`config.mk`:
```
export PLATFORM = sky130hd
export DESIGN_NAME = point_rotate_about_center_top
export DESIGN_NICKNAME = d
export VERILOG_FILES = /design/src/rtl/prc_pkg.sv /design/src/rtl/point_rotate_about_center_top.sv
export SDC_FILE = /design/constraint.sdc
export NUM_CORES = 2
export LEC_CHECK = 0
export BUFFER_PORTS_ARGS = -buffer_cell sky130_fd_sc_hd__buf_2
export CORE_UTILIZATION = 45
export DETAILED_ROUTE_END_ITERATION = 8
export PLACE_DENSITY_LB_ADDON = 0.08
export SYNTH_ARGS = -nofsm -noshare
export SYNTH_HDL_FRONTEND = slang
export SYNTH_MEMORY_MAX_BITS = 65536
export SYNTH_SLANG_ARGS = --single-unit
```
`constraint.sdc`:
```
create_clock -name clk_i -period 12.9 [get_ports clk_i]
set_clock_uncertainty 0.1 [all_clocks]
set_input_delay 1.935 -clock clk_i [delete_from_list [all_inputs] [get_ports clk_i]]
set_output_delay 1.935 -clock clk_i [all_outputs]
set_load 0.02 [all_outputs]
```
`src/rtl/prc_pkg.sv`:
```
// Package for the point rotation block: widths, register indexes,
// the quarter-wave sine table and its scaling. Depends on nothing.
package prc_pkg;

  localparam int COORD_BITS     = 16;
  localparam int TRIG_FRAC_BITS = 16;
  localparam int ANGLE_BITS     = 10;

  localparam int CFG_W     = (COORD_BITS > ANGLE_BITS) ? COORD_BITS : ANGLE_BITS;
  localparam int CFG_IDX_W = 2;

  localparam logic [CFG_IDX_W-1:0] CFG_ANGLE    = 2'd0;
  localparam logic [CFG_IDX_W-1:0] CFG_CENTER_X = 2'd1;
  localparam logic [CFG_IDX_W-1:0] CFG_CENTER_Y = 2'd2;

  localparam int DEG_FULL = 360;
  localparam int DEG_W    = 9;   // holds 0..359
  localparam int REM_W    = 7;   // holds 0..90

  localparam int DIFF_W = COORD_BITS + 1;
  localparam int TRIG_W = TRIG_FRAC_BITS + 2;
  localparam int PROD_W = DIFF_W + TRIG_W;
  localparam int SUM_W  = PROD_W + 1;
  localparam int OFF_W  = SUM_W - TRIG_FRAC_BITS;
  localparam int RES_W  = OFF_W + 1;

  localparam logic signed [COORD_BITS-1:0] COORD_HI = COORD_BITS'((2 ** (COORD_BITS - 1)) - 1);
  localparam logic signed [COORD_BITS-1:0] COORD_LO = ~COORD_HI;

  localparam int SH_UP = (TRIG_FRAC_BITS >= 16) ? TRIG_FRAC_BITS - 16 : 0;
  localparam int SH_DN = (TRIG_FRAC_BITS < 16) ? 16 - TRIG_FRAC_BITS : 0;
  localparam longint unsigned TRIG_RND = (SH_DN == 0) ? 0 : (64'd1 << (SH_DN - 1));

  // round(sin(k deg) * 2^16), k = 0..90
  function automatic logic [16:0] sine_q16(input logic [REM_W-1:0] k);
    logic [16:0] v;
    unique case (k)
      7'd0:  v = 17'd0;     7'd1:  v = 17'd1144;  7'd2:  v = 17'd2287;
      7'd3:  v = 17'd3430;  7'd4:  v = 17'd4572;  7'd5:  v = 17'd5712;
      7'd6:  v = 17'd6850;  7'd7:  v = 17'd7987;  7'd8:  v = 17'd9121;
      7'd9:  v = 17'd10252; 7'd10: v = 17'd11380; 7'd11: v = 17'd12505;
      7'd12: v = 17'd13626; 7'd13: v = 17'd14742; 7'd14: v = 17'd15855;
      7'd15: v = 17'd16962; 7'd16: v = 17'd18064; 7'd17: v = 17'd19161;
      7'd18: v = 17'd20252; 7'd19: v = 17'd21336; 7'd20: v = 17'd22415;
      7'd21: v = 17'd23486; 7'd22: v = 17'd24550; 7'd23: v = 17'd25607;
      7'd24: v = 17'd26656; 7'd25: v = 17'd27697; 7'd26: v = 17'd28729;
      7'd27: v = 17'd29753; 7'd28: v = 17'd30767; 7'd29: v = 17'd31772;
      7'd30: v = 17'd32768; 7'd31: v = 17'd33754; 7'd32: v = 17'd34729;
      7'd33: v = 17'd35693; 7'd34: v = 17'd36647; 7'd35: v = 17'd37590;
      7'd36: v = 17'd38521; 7'd37: v = 17'd39441; 7'd38: v = 17'd40348;
      7'd39: v = 17'd41243; 7'd40: v = 17'd42126; 7'd41: v = 17'd42995;
      7'd42: v = 17'd43852; 7'd43: v = 17'd44695; 7'd44: v = 17'd45525;
      7'd45: v = 17'd46341; 7'd46: v = 17'd47143; 7'd47: v = 17'd47930;
      7'd48: v = 17'd48703; 7'd49: v = 17'd49461; 7'd50: v = 17'd50203;
      7'd51: v = 17'd50931; 7'd52: v = 17'd51643; 7'd53: v = 17'd52339;
      7'd54: v = 17'd53020; 7'd55: v = 17'd53684; 7'd56: v = 17'd54332;
      7'd57: v = 17'd54963; 7'd58: v = 17'd55578; 7'd59: v = 17'd56175;
      7'd60: v = 17'd56756; 7'd61: v = 17'd57319; 7'd62: v = 17'd57865;
      7'd63: v = 17'd58393; 7'd64: v = 17'd58903; 7'd65: v = 17'd59396;
      7'd66: v = 17'd59870; 7'd67: v = 17'd60326; 7'd68: v = 17'd60764;
      7'd69: v = 17'd61183; 7'd70: v = 17'd61584; 7'd71: v = 17'd61966;
      7'd72: v = 17'd62328; 7'd73: v = 17'd62672; 7'd74: v = 17'd62997;
      7'd75: v = 17'd63303; 7'd76: v = 17'd63589; 7'd77: v = 17'd63856;
      7'd78: v = 17'd64104; 7'd79: v = 17'd64332; 7'd80: v = 17'd64540;
      7'd81: v = 17'd64729; 7'd82: v = 17'd64898; 7'd83: v = 17'd65048;
      7'd84: v = 17'd65177; 7'd85: v = 17'd65287; 7'd86: v = 17'd65376;
      7'd87: v = 17'd65446; 7'd88: v = 17'd65496; 7'd89: v = 17'd65526;
      default: v = 17'd65536;  // 90 and above clamp to the peak
    endcase
    return v;
  endfunction

  // Table entry brought to Q1.TRIG_FRAC_BITS (rounding half up when narrowing).
  function automatic logic signed [TRIG_W-1:0] trig_scaled(input logic [REM_W-1:0] k);
    logic [63:0] t;
    t = 64'(sine_q16(k));
    if (TRIG_FRAC_BITS >= 16) begin
      t = t << SH_UP;
    end else begin
      t = (t + TRIG_RND) >> SH_DN;
    end
    return signed'(t[TRIG_W-1:0]);
  endfunction

endpackage

```
`src/rtl/point_rotate_about_center_top.sv`:
```
// Point rotation about a configured center by a whole-degree angle.
// Throughput: one word per cycle, set by the five-register datapath; busy low after reset.
// Reset (async, active low): clears all valid bits, angle 0, center (0,0); busy high in reset.
// The receiver cannot stall: each result shows for one cycle with done_o.
// Depends on prc_pkg.
module point_rotate_about_center_top (
  input  logic                                  clk_i,
  input  logic                                  rst_ni,
  input  logic                                  start,
  output logic                                  busy,
  input  logic signed [prc_pkg::COORD_BITS-1:0] point_x_i,
  input  logic signed [prc_pkg::COORD_BITS-1:0] point_y_i,
  input  logic                                  cfg_we_i,
  input  logic        [prc_pkg::CFG_IDX_W-1:0]  cfg_idx_i,
  input  logic        [prc_pkg::CFG_W-1:0]      cfg_wdata_i,
  output logic                                  done_o,
  output logic signed [prc_pkg::COORD_BITS-1:0] rotated_x_o,
  output logic signed [prc_pkg::COORD_BITS-1:0] rotated_y_o,
  output logic                                  saturated_o
);
  import prc_pkg::*;

  // ---------------------------------------------------------------
  // Configuration. The angle is reduced to 0..359 on write; sine and
  // cosine are derived from it into registers in the cycle after, which
  // is before any following word reaches the multiplier stage.
  // ---------------------------------------------------------------
  logic        [DEG_W-1:0]      angle_q, angle_d;
  logic signed [COORD_BITS-1:0] cx_q, cy_q;
  logic signed [ANGLE_BITS+1:0] ang_wide;
  logic signed [ANGLE_BITS+1:0] ang_red;

  always_comb begin
    ang_wide = (ANGLE_BITS + 2)'(signed'(cfg_wdata_i[ANGLE_BITS-1:0]));
    // Floored modulo over the 10-bit register range
    priority if (ang_wide >= (ANGLE_BITS + 2)'(DEG_FULL)) begin
      ang_red = ang_wide - (ANGLE_BITS + 2)'(DEG_FULL);
    end else if (ang_wide >= 0) begin
      ang_red = ang_wide;
    end else if (ang_wide >= -(ANGLE_BITS + 2)'(DEG_FULL)) begin
      ang_red = ang_wide + (ANGLE_BITS + 2)'(DEG_FULL);
    end else begin
      ang_red = ang_wide + (ANGLE_BITS + 2)'(2 * DEG_FULL);
    end
    angle_d = ang_red[DEG_W-1:0];
  end

  always_ff @(posedge clk_i or negedge rst_ni) begin
    if (!rst_ni) begin
      angle_q <= '0;
      cx_q    <= '0;
      cy_q    <= '0;
    end else if (cfg_we_i) begin
      unique case (cfg_idx_i)
        CFG_ANGLE:    angle_q <= angle_d;
        CFG_CENTER_X: cx_q    <= cfg_wdata_i[COORD_BITS-1:0];
        CFG_CENTER_Y: cy_q    <= cfg_wdata_i[COORD_BITS-1:0];
        default: ;  // unused index, dropped
      endcase
    end
  end

  // Quadrant split and table lookup. Quarter turns fall out exactly:
  // the table gives 0 and 1.0 at the ends.
  logic        [DEG_W-1:0]  rem_deg;
  logic        [1:0]        quad;
  logic        [REM_W-1:0]  rem;
  logic signed [TRIG_W-1:0] tab_a, tab_b;
  logic signed [TRIG_W-1:0] sin_d, cos_d, sin_q, cos_q;

  always_comb begin
    priority if (angle_q >= DEG_W'(270)) begin
      quad = 2'd3; rem_deg = angle_q - DEG_W'(270);
    end else if (angle_q >= DEG_W'(180)) begin
      quad = 2'd2; rem_deg = angle_q - DEG_W'(180);
    end else if (angle_q >= DEG_W'(90)) begin
      quad = 2'd1; rem_deg = angle_q - DEG_W'(90);
    end else begin
      quad = 2'd0; rem_deg = angle_q;
    end
    rem   = rem_deg[REM_W-1:0];
    tab_a = trig_scaled(rem);
    tab_b = trig_scaled(REM_W'(90) - rem);
    unique case (quad)
      2'd0: begin sin_d = tab_a;  cos_d = tab_b;  end
      2'd1: begin sin_d = tab_b;  cos_d = -tab_a; end
      2'd2: begin sin_d = -tab_a; cos_d = -tab_b; end
      default: begin sin_d = -tab_b; cos_d = tab_a; end
    endcase
  end

  always_ff @(posedge clk_i or negedge rst_ni) begin
    if (!rst_ni) begin
      sin_q <= '0;
      cos_q <= TRIG_W'(1) << TRIG_FRAC_BITS;
    end else begin
      sin_q <= sin_d;
      cos_q <= cos_d;
    end
  end

  // Always ready once out of reset
  logic busy_q;
  always_ff @(posedge clk_i or negedge rst_ni) begin
    if (!rst_ni) busy_q <= 1'b1;
    else         busy_q <= 1'b0;
  end
  assign busy = busy_q;

  logic accept;
  assign accept = start && !busy_q;

  // ---------------------------------------------------------------
  // Datapath, one register per stage:
  //   s1 offsets from center, s2 four products, s3 sums,
  //   s4 truncation toward zero, s5 center add and clamp (output).
  // ---------------------------------------------------------------
  logic v1_q, v2_q, v3_q, v4_q, v5_q;

  always_ff @(posedge clk_i or negedge rst_ni) begin
    if (!rst_ni) begin
      v1_q <= 1'b0; v2_q <= 1'b0; v3_q <= 1'b0; v4_q <= 1'b0; v5_q <= 1'b0;
    end else begin
      v1_q <= accept; v2_q <= v1_q; v3_q <= v2_q; v4_q <= v3_q; v5_q <= v4_q;
    end
  end

  // s1
  logic signed [DIFF_W-1:0] dx1_q, dy1_q;
  always_ff @(posedge clk_i) begin
    if (accept) begin
      dx1_q <= DIFF_W'(point_x_i) - DIFF_W'(cx_q);
      dy1_q <= DIFF_W'(point_y_i) - DIFF_W'(cy_q);
    end
  end

  // s2
  logic signed [PROD_W-1:0] xc_d, ys_d, xs_d, yc_d;
  logic signed [PROD_W-1:0] xc2_q, ys2_q, xs2_q, yc2_q;
  assign xc_d = dx1_q * cos_q;
  assign ys_d = dy1_q * sin_q;
  assign xs_d = dx1_q * sin_q;
  assign yc_d = dy1_q * cos_q;

  always_ff @(posedge clk_i) begin
    if (v1_q) begin
      xc2_q <= xc_d; ys2_q <= ys_d; xs2_q <= xs_d; yc2_q <= yc_d;
    end
  end

  // s3
  logic signed [SUM_W-1:0] sx3_q, sy3_q;
  always_ff @(posedge clk_i) begin
    if (v2_q) begin
      sx3_q <= SUM_W'(xc2_q) - SUM_W'(ys2_q);
      sy3_q <= SUM_W'(xs2_q) + SUM_W'(yc2_q);
    end
  end

  // s4: negative sums get 2^F-1 added so the arithmetic shift truncates toward zero
  localparam logic signed [SUM_W-1:0] TRUNC_BIAS = SUM_W'((64'd1 << TRIG_FRAC_BITS) - 64'd1);
  logic signed [SUM_W-1:0] bx, by;
  logic signed [OFF_W-1:0] ox4_q, oy4_q;
  assign bx = sx3_q + (sx3_q[SUM_W-1] ? TRUNC_BIAS : '0);
  assign by = sy3_q + (sy3_q[SUM_W-1] ? TRUNC_BIAS : '0);

  always_ff @(posedge clk_i) begin
    if (v3_q) begin
      ox4_q <= bx[SUM_W-1:TRIG_FRAC_BITS];
      oy4_q <= by[SUM_W-1:TRIG_FRAC_BITS];
    end
  end

  // s5: add center back, clamp to coordinate range
  localparam logic signed [RES_W-1:0] RES_HI = RES_W'(COORD_HI);
  localparam logic signed [RES_W-1:0] RES_LO = RES_W'(COORD_LO);
  logic signed [RES_W-1:0]      rx, ry;
  logic signed [COORD_BITS-1:0] qx, qy;
  logic                         satx, saty;

  always_comb begin
    rx = RES_W'(ox4_q) + RES_W'(cx_q);
    ry = RES_W'(oy4_q) + RES_W'(cy_q);
    satx = 1'b1; saty = 1'b1;
    priority if (rx > RES_HI) qx = COORD_HI;
    else if (rx < RES_LO)     qx = COORD_LO;
    else begin qx = rx[COORD_BITS-1:0]; satx = 1'b0; end
    priority if (ry > RES_HI) qy = COORD_HI;
    else if (ry < RES_LO)     qy = COORD_LO;
    else begin qy = ry[COORD_BITS-1:0]; saty = 1'b0; end
  end

  logic signed [COORD_BITS-1:0] rot_x_q, rot_y_q;
  logic                         sat_q;
  always_ff @(posedge clk_i) begin
    if (v4_q) begin
      rot_x_q <= qx;
      rot_y_q <= qy;
      sat_q   <= satx | saty;
    end
  end

  assign done_o      = v5_q;
  assign rotated_x_o = rot_x_q;
  assign rotated_y_o = rot_y_q;
  assign saturated_o = sat_q;

endmodule

```
# After elaboration in Yosys (flattened, before gate mapping)
# Memory sizes are Yosys's and may differ from the RTL's.
# Index checks and enable logic that the tools add are counted.
[totals]
romBits = 4352
elab_cells = 88
inputBits = 54
out_inout_bits = 35
memories = 2
ff_bits = 402
[op_classes]
reduce_logical = 7
add_sub_neg = 17
mux = 19
eq_ne = 4
order_cmp = 10
bitwise_logic = 1
n_mul = 4
[mem_list]
columns = ["memory", "depth", "width", "read_ports", "rd_clocked_by_memory_dff", "write_ports", "line", "source"]
rows = [
  ["(name not given)", 128, 17, 1, 0, 0, "prc_pkg.sv:37", "unique case (k)"],
  ["(name not given)", 128, 17, 1, 0, 0, "prc_pkg.sv:37", ""],
]
[op_table]
columns = ["op", "n"]
rows = [
  ["$mul A17 B18 Y35", 4],
  ["$pmux W18 S3", 2],
  ["$add A36 B16 Y36", 2],
  ["$mux W16", 4],
  ["$add A20 B16 Y21", 2],
  ["$gt A21 B16 Y1 const B", 2],
  ["$lt A21 B16 Y1 const B", 2],
  ["$add A35 B35 Y36", 1],
  ["$neg A17 Y18", 2],
  ["$sub A35 B35 Y36", 1],
  ["$sub A16 B16 Y17", 2],
  ["$mux W9", 3],
  ["$mux W7", 3],
  ["$ge A10 B10 Y1 const B", 2],
  ["$add A9 B9 Y9 const B", 2],
  ["$ge A10 B1 Y1 const B", 1],
  ["$ge A9 B7 Y1 const B", 1],
  ["$ge A9 B8 Y1 const B", 1],
  ["$ge A9 B9 Y1 const B", 1],
  ["$sub A9 B9 Y9 const B", 1],
  ["$sub A7 B4 Y7 const B", 1],
  ["$sub A7 B6 Y7 const B", 1],
  ["$sub A7 B7 Y7 const A", 1],
  ["$sub A7 B7 Y7 const B", 1],
  ["other kinds (9)", 19],
]

# Logic depth before layout (Yosys ltp)
# An unclocked memory read counts as a cell.
[depth]
depth_word = 8
mapped_depth = 30
ltp_nobuf = 28

# Worst setup path before layout
# No wires, ideal clock.
[synth_timing]
path_type = "reg2reg"
from = "register dy1_q[2]"
to = "register yc2_q[33] (data pin)"
n_path_buf = 2
synth_period_minus_slack_ns = 7.006
t_arrival_ns = 6.649
t_required_ns = 12.542
setup_slack_ns = 5.894
setup_ns = 0.258
stages_incl_launch_ff = 27
cell_sequence = "edfxtp_1 -> clkbuf_1 -> clkbuf_1 -> nand2_1 -> fa_1 -> fa_1 -> fa_1 -> fa_1 -> inv_1 -> fa_1 -> inv_1 -> fa_1 -> inv_1 -> ha_1 -> and2_1 -> o311a_1 -> o31a_1 -> o41ai_1 -> o21ai_0 -> o211ai_1 -> a31oi_1 -> and2_1 -> o21ai_0 -> nand2b_1 -> a21o_1 -> a21oi_1 -> xnor2_1"
[synth_between]
elab_chain_cells = 1
[synth_rtl]
columns = ["item", "line", "source"]
rows = [
  ["start, declared", "point_rotate_about_center_top.sv:129", "logic signed [DIFF_W-1:0] dx1_q, dy1_q;"],
  ["start signal, assigned", "point_rotate_about_center_top.sv:133", "dy1_q <= DIFF_W'(point_y_i) - DIFF_W'(cy_q);"],
  ["$mul A17 B18 Y35", "point_rotate_about_center_top.sv:143", "assign yc_d = dy1_q * cos_q;"],
  ["via yc_d[33]", "point_rotate_about_center_top.sv:138", "logic signed [PROD_W-1:0] xc_d, ys_d, xs_d, yc_d;"],
  ["end signal, assigned", "point_rotate_about_center_top.sv:147", "xc2_q <= xc_d; ys2_q <= ys_d; xs2_q <= xs_d; yc2_q <= yc_d;"],
  ["end, declared", "point_rotate_about_center_top.sv:139", "logic signed [PROD_W-1:0] xc2_q, ys2_q, xs2_q, yc2_q;"],
]
# The timed path passes the listed nets, and every way through them passes these cells.
# A chain may end at the register's enable or synchronous reset.

# Worst setup path after layout
[layout_timing]
from = "register cos_q[10]"
to = "register yc2_q[33] (data pin)"
[layout_between]
elab_chain_cells = 1
[layout_rtl]
columns = ["item", "line", "source"]
rows = [
  ["start, declared", "point_rotate_about_center_top.sv:69", "logic signed [TRIG_W-1:0] sin_d, cos_d, sin_q, cos_q;"],
  ["start signal, assigned", "point_rotate_about_center_top.sv:95", "cos_q <= TRIG_W'(1) << TRIG_FRAC_BITS;"],
  ["start signal, assigned", "point_rotate_about_center_top.sv:98", "cos_q <= cos_d;"],
  ["$mul A17 B18 Y35", "point_rotate_about_center_top.sv:143", ""],
  ["via yc_d[33]", "point_rotate_about_center_top.sv:138", ""],
]
# The timed path passes the listed nets, and every way through them passes these cells.

==> results list <==
- Maximum frequency from static timing analysis: about 120 MHz
* Met3 layer usage reported by global route: 3.577%
- Clock-pin slew was measured on the worst setup and hold paths at 0.06 ns.
* Post-route design area: a little under 0.08 mm^2
- Starting DRC count in detailed routing: 3,613
* Clock Sink Count: about 400
- Sum of negative setup slack: 0 ns
- The final max-slew violation count came to 0.
- The die covers 0.1627 mm^2.
- TritonCTS Buffers: 55
- For the worst setup path, the data arrival time is roughly 8.9 ns.
- Routability-driven placement finished with a final weighted congestion of 0.9371.
- Signed area change from the synthesized netlist to the final layout: 6.102%
* Total Routed Length: about 210,000 um
- In this run the cell area measured after placement is around 0.075 mm^2.
- Initial antenna violation count: 7
- The via count of the first global-routing pass came to 56,460.
- Path type of the worst min-delay path: reg -> reg
* CTS tree: done
* Top-level port count: 89
- The worst setup path is captured at a flip-flop.
- For the pin with the worst max-slew slack, the measured transition is 1.215 ns.
- Top_reg_cell synth: sky130_fd_sc_hd__edfxtp_1
- The synthesized design contains 402 register bits.
- Number of distinct library cells after synthesis: around 130
* Unrepaired setup endpoints after global routing: false
- Global routing finished with a remaining overflow of 0.
- Final Critical Period: approximately 8.5 ns
- In the synthesized netlist the async set-or-reset flop fraction comes to between 20% and 30%.
* Clock Latency Late Sink: about 0.70 ns
* Total vias in the final route: approximately 53,000
- Number of hold-slack violations in the final timing report: 0
* Total of max-cap violations: 0
- H-tree depth: 2
- Before antenna repair, the detailed router went through 7 iterations.
- Counting every net in the synthesized netlist gives about 9,600.
* Relative slew margins: approximately 18%
* Synth warn: 0
* Mapped Avg Cell Area: approximately 9.4 um^2
- Fill cells in the final layout number about 15,000.
* Number of instances in the placed design: 9,685
- STA classifies the critical path startpoint as a flip-flop.
- Detailed placement finished with a half-perimeter wire length of 160,800 um.
- Outcome: finished, final reports clean
- Global-route usage over all layers: around 27%
- Row generation in the floorplan step produced approximately 150 rows.
- The mapped netlist covers roughly 0.072 mm^2.
- From bottom edge to top edge, the die measures 403.3 um.
- Proportion of synthesized chip area in sequential cells: between 10% and 20%
- Of all nets on the critical path, the largest fanout is 34.
* # hold bufs at CTS: 0
- For this design, the slowest cell found on the critical path is sky130_fd_sc_hd__o41ai_1.
- Clock root buffer master: sky130_fd_sc_hd__clkbuf_16
* Clock Path Buffers: 3
- Number of buffer cells added on primary ports: 88
- Post-CTS repair timing setup buffer count: 0
- In the global route stage, met1 resource usage came out at approximately 35%.
* WL per Instance: around 22 um
* Antenna Violating Nets Remaining: 0
- Count of flip-flops with a built-in enable after synthesis: 319
- The first global-routing pass estimated approximately 340,000 um of wire.
- The total area inside the core boundary comes to roughly 0.16 mm^2.
* Floorplan die width: around 400 um
- Initial Util: 45.56%
* Count of cells resized by post-cts repair: 0
* Library cell appearing most often on the critical path: sky130_fd_sc_hd__fa_1
- Ratio of final minimum period to clock period: about two thirds
- Vias per std cell: about 5.5
* Library cell with the largest summed area after synthesis: sky130_fd_sc_hd__fa_1
- In this run the most used layer during global routing was met2.
* Number of design rule violations left after detail routing: 0
- The finished layout holds approximately 9,800 standard cells, fillers aside.
- Portion of synthesized cell area occupied by the leading cell type: around a third
- Final Hold Slack: roughly 0.42 ns
* Syn Inst Count: between 7,000 and 8,000
- For this run, global-route usage on met2 was measured as between 40% and 50%.
- Entering global routing, the biggest net connects 71 pins.
* Number of nets at the end of the flow: roughly 9,500
- Worst path required time: 13.23 ns
- CP Class: reg -> reg
* Proportion of layout cells with a drive suffix above 1: 5.652%
* Final setup violation count: 0
* Max incr delay on CP: between 0.9 and 1 ns
- In the post-synthesis netlist, the biggest area contributors are sky130_fd_sc_hd__fa_1 35%, sky130_fd_sc_hd__edfxtp_1 13%, sky130_fd_sc_hd__ha_1 9.6%.
[synth_stat cells (46+ instances only)]
| cell type | instances |
|---|---|
| sky130_fd_sc_hd__xnor2_1 | 246 |
| sky130_fd_sc_hd__buf_2 | 46 |
| sky130_fd_sc_hd__a21o_1 | 86 |
| sky130_fd_sc_hd__nand2_1 | 815 |
| sky130_fd_sc_hd__inv_1 | 1486 |
| sky130_fd_sc_hd__dfrtp_1 | 81 |
| sky130_fd_sc_hd__and2_1 | 607 |
| sky130_fd_sc_hd__nand3_1 | 97 |
| sky130_fd_sc_hd__nand2b_1 | 56 |
| sky130_fd_sc_hd__xor2_1 | 76 |
| sky130_fd_sc_hd__fa_1 | 1254 |
| sky130_fd_sc_hd__a211oi_1 | 48 |
| sky130_fd_sc_hd__o21ai_0 | 218 |
| sky130_fd_sc_hd__nor2_1 | 321 |
| sky130_fd_sc_hd__a21oi_1 | 255 |
| sky130_fd_sc_hd__nor3_1 | 82 |
| sky130_fd_sc_hd__clkbuf_1 | 282 |
| sky130_fd_sc_hd__ha_1 | 557 |
| sky130_fd_sc_hd__edfxtp_1 | 319 |
[critical path: cells and delay by family (launching register included)]
| kind | cells | cell delay, ns |
|---|---|---|
| AOI/OAI and AO/OA | 9 | 3.01 |
| buffers and inverters | 4 | 0.61 |
| xor gates and xnor gates | 1 | 0.11 |
| DFF | 1 | 0.32 |
| adders and majority gates | 7 | 3.41 |
| and+or+nand+nor | 4 | 0.66 |
[cell families after synthesis]
| group | count (synthesis) | synth area share, % |
|---|---|---|
| simple gates | 2175 | 14.76 |
| buf+inv | 1853 | 9.856 |
| fa+ha+maj | 1811 | 44.25 |
| compound gates | 1067 | 10.09 |
| flops | 402 | 16.08 |
| xor+xnor | 328 | 4.050 |
| mux | 56 | 0.9131 |
| other cells | 1 | 0.005173 |
[layer usage]
metal	wire length [um]	share of wire, %
met5	60	0.028
met4	9501	4.5
met3	11050	5.2
met2	101300	48
met1	90240	43
[sequential cells by signal, indices dropped and copies added (netlist names), 17 cells and up]
register  count
sx3_q        36
xs2_q        35
cos_q        18
yc2_q        35
xc2_q        35
dy1_q        17
ox4_q        20
oy4_q        20
dx1_q        17
ys2_q        35
sin_q        18
sy3_q        36
[area by class of cell]
class | count | area [um^2] | share of cell area [%]
Antenna cell | 8 | 20.02 | 0.02603
Clock buffer | 74 | 1593 | 2.071
Clock inverter | 30 | 261.5 | 0.3400
Inverter | 1494 | 5608 | 7.292
Multi-Input combinational cell | 5438 | 53750 | 69.89
Sequential cell | 402 | 11670 | 15.17
Tap cell | 2146 | 2685 | 3.491
Timing Repair Buffer | 205 | 1321 | 1.718
[cells in the final DEF, fill, tap and decap left out, drive strengths merged, types with 28 or more instances in the layout]
master | synthesis | layout
a211oi | 54 | 54
a21boi | 29 | 29
a21o | 86 | 86
a21oi | 260 | 260
a31oi | 28 | 28
and2 | 607 | 607
and3 | 34 | 34
buf | 77 | 205
clkbuf | 282 | 74
dfrtp | 81 | 81
edfxtp | 319 | 319
fa | 1254 | 1254
ha | 557 | 557
inv | 1489 | 1496
mux2 | 31 | 31
nand2 | 817 | 817
nand2b | 56 | 56
nand3 | 98 | 98
nor2 | 325 | 325
nor2b | 44 | 44
nor3 | 87 | 87
o211ai | 30 | 30
o21a | 43 | 43
o21ai | 229 | 229
o21bai | 29 | 29
xnor2 | 249 | 249
xor2 | 78 | 78
[final timing paths]
check,from,endpoint,slack (ns),cells after the start
max,cos_q[10],yc2_q[33],4.37,25
min,cx_q[3],cx_q[3],0.42,2
max reg2reg,cos_q[10],yc2_q[33],4.37,25
min reg2reg,cx_q[3],cx_q[3],0.42,2
max in group asynchronous,rst_ni,sin_q[16],10.42,2
min in group asynchronous,rst_ni,cx_q[3],1.09,1
[stage by stage]
step / worst slack, ns / utilization (%)
after global placement: 4.287 / 47.16
after CTS: 4.283 / 48.32
after global routing: 3.931 / 48.32
after floorplan: 5.894 / -
final: 4.366 / 48.34
after detailed placement: 4.295 / 47.16
Power is not shown: default switching activity piles up to over one toggle a cycle in this logic, so the estimate is an artifact.
